<file path="src/rtl/core/sbr_hbg_pkg.sv">
// Shared types, constants and helpers of the SBR high-band generator.
// Used by the coefficient unit, the tap cells, the output queue and the top level.
// No dependencies.
`timescale 1ns / 1ps
`default_nettype none

package sbr_hbg_pkg;

    localparam int unsigned SMP_W      = 32;  // sample and coefficient width
    localparam int unsigned BW_W       = 31;  // bandwidth factor width
    localparam int unsigned ACC_W      = 61;  // accumulator bits kept (bits 60:29 form the result)
    localparam int unsigned CFG_IDX_W  = 3;
    localparam int unsigned CFG_DATA_W = 32;
    localparam int unsigned OUT_DEPTH  = 8;   // output queue words

    localparam logic [SMP_W-1:0] UNITY_Q29 = 32'h2000_0000;
    localparam logic [ACC_W-1:0] ROUND_Q29 = 61'h0000_0000_1000_0000;
    localparam logic [63:0]      HALF_Q31  = 64'h0000_0000_4000_0000;

    typedef enum logic [CFG_IDX_W-1:0] {
        REG_ALPHA0_RE = 3'd0,
        REG_ALPHA0_IM = 3'd1,
        REG_ALPHA1_RE = 3'd2,
        REG_ALPHA1_IM = 3'd3,
        REG_BANDWIDTH = 3'd4
    } t_cfg_reg;

    typedef struct packed {
        logic signed [SMP_W-1:0] re;
        logic signed [SMP_W-1:0] im;
    } t_cplx;

    // token handed from cell to cell: one accepted word
    typedef struct packed {
        logic  valid;
        logic  keep;   // word produces a result
        t_cplx smp;
    } t_token;

    // partial sum handed from cell to cell
    typedef struct packed {
        logic             valid;
        logic             keep;
        logic [ACC_W-1:0] re;
        logic [ACC_W-1:0] im;
    } t_sum;

    typedef struct packed {
        t_cplx c1;   // first-order, alpha0 * bw
        t_cplx c2;   // second-order, alpha1 * bw^2
    } t_coefs;

    // Q31 rounding of a wrapped 64-bit product, low 32 bits kept
    function automatic logic [SMP_W-1:0] round_q31(input logic [63:0] p);
        logic [63:0] s;
        s = p + HALF_Q31;
        return s[62:31];
    endfunction

endpackage

`default_nettype wire

</file>
<file path="src/rtl/core/sbr_hbg_queue.sv">
// Output queue with credit count covering words still in the cell chain.
// Depends on sbr_hbg_pkg.
`timescale 1ns / 1ps
`default_nettype none

module sbr_hbg_queue import sbr_hbg_pkg::*; #(
    parameter int unsigned P_DEPTH = OUT_DEPTH
) (
    input  wire logic  i_clk,
    input  wire logic  i_rst_n,
    input  wire logic  i_reserve,   // result-bearing word accepted at input
    input  wire logic  i_push,
    input  wire t_cplx i_data,
    input  wire logic  i_pop,
    output logic       o_room,
    output logic       o_valid,
    output t_cplx      o_data
);

    localparam int unsigned PW = $clog2(P_DEPTH);
    localparam int unsigned CW = $clog2(P_DEPTH + 1);

    t_cplx           r_mem [P_DEPTH];
    logic [PW-1:0]   r_wr, r_rd;
    logic [CW-1:0]   r_cnt, r_credit;
    logic [CW-1:0]   n_cnt, n_credit;
    logic            w_pop;

    assign w_pop = i_pop && (r_cnt != '0);

    always_comb begin
        n_cnt    = r_cnt;
        n_credit = r_credit;
        case ({i_push, w_pop})
            2'b10:   n_cnt = r_cnt + CW'(1);
            2'b01:   n_cnt = r_cnt - CW'(1);
            default: n_cnt = r_cnt;
        endcase
        case ({i_reserve, w_pop})
            2'b10:   n_credit = r_credit + CW'(1);
            2'b01:   n_credit = r_credit - CW'(1);
            default: n_credit = r_credit;
        endcase
    end

    always_ff @(posedge i_clk) begin
        if (!i_rst_n) begin
            r_wr     <= '0;
            r_rd     <= '0;
            r_cnt    <= '0;
            r_credit <= '0;
        end else begin
            r_cnt    <= n_cnt;
            r_credit <= n_credit;
            if (i_push) begin
                r_wr <= (r_wr == PW'(P_DEPTH - 1)) ? '0 : r_wr + PW'(1);
            end
            if (w_pop) begin
                r_rd <= (r_rd == PW'(P_DEPTH - 1)) ? '0 : r_rd + PW'(1);
            end
        end
    end

    always_ff @(posedge i_clk) begin
        if (i_push) begin
            r_mem[r_wr] <= i_data;
        end
    end

    assign o_room  = r_credit < CW'(P_DEPTH);
    assign o_valid = r_cnt != '0;
    assign o_data  = r_mem[r_rd];

endmodule

`default_nettype wire

</file>
<file path="config.mk">
export PLATFORM = sky130hd
export DESIGN_NAME = sbr_hbg_queue
export DESIGN_NICKNAME = d
export VERILOG_FILES = /design/src/rtl/core/sbr_hbg_pkg.sv /design/src/rtl/core/sbr_hbg_queue.sv
export SDC_FILE = /design/constraint.sdc
export NUM_CORES = 1
export LEC_CHECK = 0
export BUFFER_PORTS_ARGS = -buffer_cell sky130_fd_sc_hd__buf_2
export CAP_MARGIN = 0
export CORE_MARGIN = 5
export CORE_UTILIZATION = 45
export CTS_CLUSTER_SIZE = 12
export DETAILED_ROUTE_END_ITERATION = 10
export PLACE_DENSITY = 0.68
export SLEW_MARGIN = 20
export SYNTH_ARGS = -nofsm -noshare
export SYNTH_HDL_FRONTEND = slang
export SYNTH_SLANG_ARGS = --single-unit
</file>
<file path="constraint.sdc">
create_clock -name i_clk -period 8.15 [get_ports i_clk]
set_input_delay 0.815 -clock i_clk [delete_from_list [all_inputs] [get_ports i_clk]]
set_output_delay 0.815 -clock i_clk [all_outputs]
set_load 0.05 [all_outputs]
</file>
==> results.yml, run 1 <==
outcome:
  status: "complete, no violations"
worst_hold_path:
  min_to: "r_cnt[3]"
  hold_class: "reg -> reg"
  hold_path.startpoint: "r_cnt[3]"
  worstHoldPathCells: 2
detailed_routing:
  wl_microns: 39500
  route.antenna.remaining_nets: 0
  num_vias: 9032
  routedWlPerCell_microns: 23.88
  drc_errors: 0
  viasPerCell: 5.461
  drtPass1Iterations: 5
  drt_iter0_markers: 810
clocking:
  root_buffer: "clkbuf_16"
  cts_inserted_buffers: 54
  cts_tree: "done"
  clk_latency_ns: 0.59
  htree_levels: 2
  cts_sinks: 529
  hold_buffers: 0
  cts_setup_buffers: 0
  cts_resized: 0
  clockBufferDepth: 3
  path_clk_slew_ns: 0.06
worst_setup_path:
  critPathSlowestCell: "dfxtp_4"
  worst_ep_arrival_time_ns: 3.55
  reg2reg_depth: 10
  crit_chain: "buf_4 -> mux4_2 -> mux2_2 -> buf_2"
  worstPathRequired_ns: 7.34
  rrSetupSlack_ns: 5.33
  slowest_delay_ns: 0.92
  reg2reg_from: "r_cnt[0]"
  startpoint_type: "flip-flop"
  crit_type: "reg -> out"
  worstReg2RegEnd: "r_cnt[2]"
  path_max_fanout: 44
  endpoint_kind: "primary output"
power:
  switching_share_pct: 28.02
  vdd.ir_drop.worst_uv: 160.0
  p_int_mw: 4.926
  p_per_area_nw_per_um2: 295.8
  combPwrFrac_pct: 21.1
  seq_power_share_pct: 46.2
  power.leakage_nw: 7.357
  total_power_mw: 6.844
  p_sw_mw: 1.918
  p_clk_share_pct: 32.7
floorplanning:
  boundaryPins: 135
  die_y_microns: 221.5
  core_area_sq_um: 44220
  placementRows: 77
  die_area_sq_um: 49050
  initial_core_util_pct: 45.51
  die_x_microns: 221.5
timing:
  finalCritPeriodShare_pct: 53.52
  holdWs_ns: 0.4659
  fin_tns_setup_ns: 0
  drv_slew: 0
  hold_viol: 0
  setup_viol: 0
  slew_headroom_pct: 29.06
  fin_skew_ns: 0.02200
  fin_crit_ns: 4.362
  rsz0062_at_grt: "no"
  fmax_mhz: 229.3
  worst_slew_pin_slew_ns: 1.062
finish:
  fin_nets: 1092
  stdcell_count: 1654
  syn_to_final_growth_pct: 14.98
  layout-drive-gt1-share_pct: 39.77
  final_common_cell: "edfxtp_1"
  final_cell_mix: "edfxtp_1 (512), buf_2 (134), mux4_2 (128)"
global_route:
  overflow: 0
  grt.total_usage_pct: 16.10
  antenna_found_initial: 8
  first_global_vias: 9549
  grt_max_degree: 66
  grt_pass1_wl_microns: 60000
synthesis:
  yosysSeqAreaShare_pct: 78.09
  syn-mean-instance-area_sq_um: 23.90
  synth-seq-cells: 529
  ys_warn_count: 0
  netlist_instances: 842
  synth_cell_types: 30
  synthesis.nets: 921
  synth_area_sq_um: 20120
placement:
  port_buffers: 134
  gp_congestion: 0.6900
  place_inst: 1548
  dp_hpwl_microns: 20700
flow_run:
  drv_cap: 0
## critical path: cells and delay by family, from the launching register on
family	cells	cell delay [ns]
buf+inv	2	1.05
flops	1	0.92
mux	2	0.91
## power groups by stage
| stage | sequential (mW) | clock (mW) | combinational (mW) |
|---|---|---|---|
| finish | 3.16 | 2.24 | 1.44 |
| global placement | 3.22 | 0 | 1.46 |
| floorplan | 3.14 | 0 | 1.27 |
| CTS | 3.17 | 2.30 | 1.47 |
| global route | 3.18 | 2.43 | 1.54 |
| detailed placement | 3.23 | 0 | 1.47 |
## registers in the layout (all words and copies together), names as in the netlist, named ones only
name      cells
r_cnt         4
r_credit      4
r_mem       512
r_rd          3
r_wr          3
## per-layer routing
| layer | global-route usage (%) | up-vias | wire, microns |
|---|---|---|---|
| met4 | 3.838 | 6 | 705 |
| met3 | 4.665 | 60 | 2333 |
| li1 | - | 3923 | - |
| met2 | 25.52 | 207 | 19050 |
| met1 | 22.49 | 4836 | 17390 |
| met5 | 0 | - | 28 |
## cells in the mapped netlist
| cell type | number | area [sq um] |
|---|---|---|
| xnor2_1 | 2 | 17.52 |
| a211o_1 | 1 | 8.760 |
| buf_6 | 11 | 123.9 |
| edfxtp_1 | 512 | 15370 |
| o21ai_0 | 4 | 20.02 |
| nor2_1 | 7 | 26.28 |
| buf_1 | 9 | 33.78 |
| inv_1 | 4 | 15.01 |
| mux2i_1 | 6 | 60.06 |
| nor2b_1 | 6 | 37.54 |
| clkbuf_1 | 10 | 37.54 |
| a21oi_1 | 4 | 20.02 |
| or4_1 | 1 | 7.510 |
| ha_1 | 10 | 125.1 |
| buf_4 | 3 | 22.52 |
| nor3b_1 | 1 | 7.510 |
| nor3_1 | 4 | 20.02 |
| a21boi_0 | 5 | 37.54 |
| a32o_1 | 1 | 10.01 |
| nand2_1 | 11 | 41.29 |
| or3_1 | 3 | 18.77 |
| buf_2 | 3 | 15.01 |
| nand3_1 | 3 | 15.01 |
| o22ai_1 | 1 | 6.260 |
| dfxtp_1 | 17 | 340.3 |
| mux4_2 | 128 | 2883 |
| nand2b_1 | 5 | 31.28 |
| xor2_1 | 4 | 35.03 |
| mux2_2 | 64 | 720.7 |
| and2_1 | 2 | 12.51 |
## cell families after synthesis
logic type      synth area share [%]
compound gates                0.5099
xor+xnor                      0.2611
fa+ha+maj                     0.6217
buf+inv                        1.231
flops                          78.09
mux                            18.20
simple gates                   1.082
## cell type report
class / count / area (sq um)
inverter: 4 / 15.01
tap: 592 / 740.7
fill: 3383 / 21080
clock inverter: 17 / 100.1
timing repair buffer: 151 / 818.3
clock buffer: 82 / 1508
antenna: 6 / 15.01
sequential: 529 / 15730
multi-input combinational: 273 / 4217
## worst max-delay path by stage
stage                         start           to
final                     flip-flop   o_data[51]
after global routing      flip-flop   o_data[22]
after CTS                 flip-flop   o_data[51]
after detailed placement  flip-flop   o_data[51]
after global placement    flip-flop   o_data[51]
after floorplan              i_push  r_mem[0][0]
## per-stage QoR
stage | area (sq um) | utilization [%] | setup WS, ns
2_1_floorplan | 20120 | - | 2.324
6_report | 23140 | 52.33 | 3.788
3_5_place_dp | 21490 | 48.60 | 4.294
5_1_grt | 23130 | 52.30 | 3.455
4_1_cts | 23100 | 52.23 | 3.636
3_3_place_gp | 21490 | 48.60 | 4.296
(Power assumes the default switching activity.)
==> run 2: changes to the inputs <==
Settings changed: PLACE_DENSITY 0.68 to 0.71.
Clock period 8.15 ns to 3.6 ns, I/O delays scaled along.
==> run 2 against run 1 <==
Critical path depth did not move. Critical path type unchanged. Sequential share of layout area fell by 0.63 points. Cell count decreased by 0.54%. First-iteration DRC count shrank 23%. Combinational power increased by 140%. Sequential cell count is the same. Critical endpoint is now o_data[24]. Largest power group unchanged. Die area is the same.
==> results.yml, run 2 (synthesized netlist as in run 1, its figures left out) <==
flow_run:
  drv_cap: 0
clocking:
  root_buffer: "clkbuf_16"
  cts_inserted_buffers: 53
  cts_resized: 0
  htree_levels: 2
  clockBufferDepth: 3
  hold_buffers: 0
  path_clk_slew_ns: 0.06
  cts_setup_buffers: 0
  cts_tree: "done"
  clk_latency_ns: 0.58
  cts_sinks: 529
detailed_routing:
  route.antenna.remaining_nets: 0
  drc_errors: 0
  drt_iter0_markers: 622
  viasPerCell: 5.405
  num_vias: 8891
  routedWlPerCell_microns: 23.76
  wl_microns: 39090
  drtPass1Iterations: 4
placement:
  place_inst: 1558
  dp_hpwl_microns: 22120
  port_buffers: 134
  place_ws_ns: 0.9748
  gp_congestion: 0.6953
timing:
  setup_viol: 0
  drv_slew: 0
  fmax_mhz: 317.6
  rsz0062_at_grt: "no"
  hold_viol: 0
  fin_tns_setup_ns: 0
  worst_slew_pin_slew_ns: 0.9405
  finalCritPeriodShare_pct: 87.47
  fin_crit_ns: 3.149
  slew_headroom_pct: 37.10
  setup_ws_ns: 0.4511
  fin_skew_ns: 0.01706
worst_setup_path:
  path_max_fanout: 34
  path_buf_inv: 2
  worst_ep_arrival_time_ns: 2.79
  crit_type: "reg -> out"
  worstPathRequired_ns: 3.24
  crit_chain: "buf_12 -> mux4_2 -> mux2_2 -> buf_2"
  critPathTopFamily: "multiplexers"
  endpoint_kind: "primary output"
  startpoint_type: "flip-flop"
  slowest_delay_ns: 0.75
  critPathSlowestCell: "dfxtp_4"
global_route:
  grt.total_usage_pct: 16.03
  overflow: 0
  grt_pass1_wl_microns: 60190
  grt_max_degree: 55
  antenna_found_initial: 5
  first_global_vias: 9870
finish:
  syn_to_final_growth_pct: 16.07
  final_util_pct: 52.82
  stdcell_count: 1645
  final_common_cell: "edfxtp_1"
  top_regs: "r_mem: 512 flops, r_cnt: 4 flops, r_credit: 4 flops"
  layout-drive-gt1-share_pct: 40.34
  largest_register_ffs: 512
  nFillCells: 3405
  final_cell_mix: "edfxtp_1 (512), buf_2 (134), mux4_2 (128)"
  largest-register: "r_mem"
  fin_nets: 1100
outcome:
  status: "complete, no violations"
floorplanning:
  initial_core_util_pct: 45.51
  die_area_sq_um: 49050
  die_y_microns: 221.5
  placementRows: 77
  die_x_microns: 221.5
  boundaryPins: 135
  core_area_sq_um: 44220
power:
  vdd.ir_drop.worst_uv: 449.7
  p_per_area_nw_per_um2: 665.0
  total_power_mw: 15.53
  power.leakage_nw: 7.421
worst_hold_path:
  hold_class: "in -> reg"
[run 2: cell types whose count changed in the layout (fill, tap and decap cells not counted), sizes merged]
cell / change
clkbuf: -9
inv: +1
bufinv: +2
clkinv: -8
diode: -4
buf: +9
[run 2: layout make-up]
| class | instances | area (sq um) | share of cell area [%] |
|---|---|---|---|
| antenna | 2 | 5.005 | 0.02143 |
| clock buffer | 73 | 1444 | 6.182 |
| sequential | 529 | 15730 | 67.33 |
| clock inverter | 12 | 106.4 | 0.4553 |
| multi-input combinational | 273 | 4229 | 18.11 |
| tap | 592 | 740.7 | 3.171 |
| timing repair buffer | 160 | 1091 | 4.671 |
| inverter | 4 | 15.01 | 0.06428 |
[run 2: stage by stage]
step	area [sq um]	hold slack (ns)
6_report	23360	0.04987
5_1_grt	23350	0.03233
4_1_cts	23350	0.008284
3_5_place_dp	21800	0.4648
3_3_place_gp	21800	0.4440
2_1_floorplan	20130	0.4347
[run 2: final timing paths]
kind / cells after the start / end / start / slack, ns
worst max-delay path: 4 / o_data[24] / flip-flop / 0.45
worst max register to register: 10 / r_cnt[2] / r_cnt[1] / 0.95
worst min register to register: 2 / r_credit[3] / r_credit[3] / 0.47
worst min-delay path: 1 / r_mem[5][48] / i_data[48] / 0.05
[run 2: metal layers]
metal  share of wire, %  vias up  GRT usage, %
li1                   -     3921             -
met1                 42     4731         21.17
met2                 51      179         27.38
met3                4.8       54         3.538
met4                1.7        6         4.196
met5              0.095        -             0
[run 2: power by group]
part	switching [mW]	total [mW]	internal, mW
clock	2.10	5.00	2.91
sequential	0.181	7.11	6.93
combinational	2.01	3.42	1.42
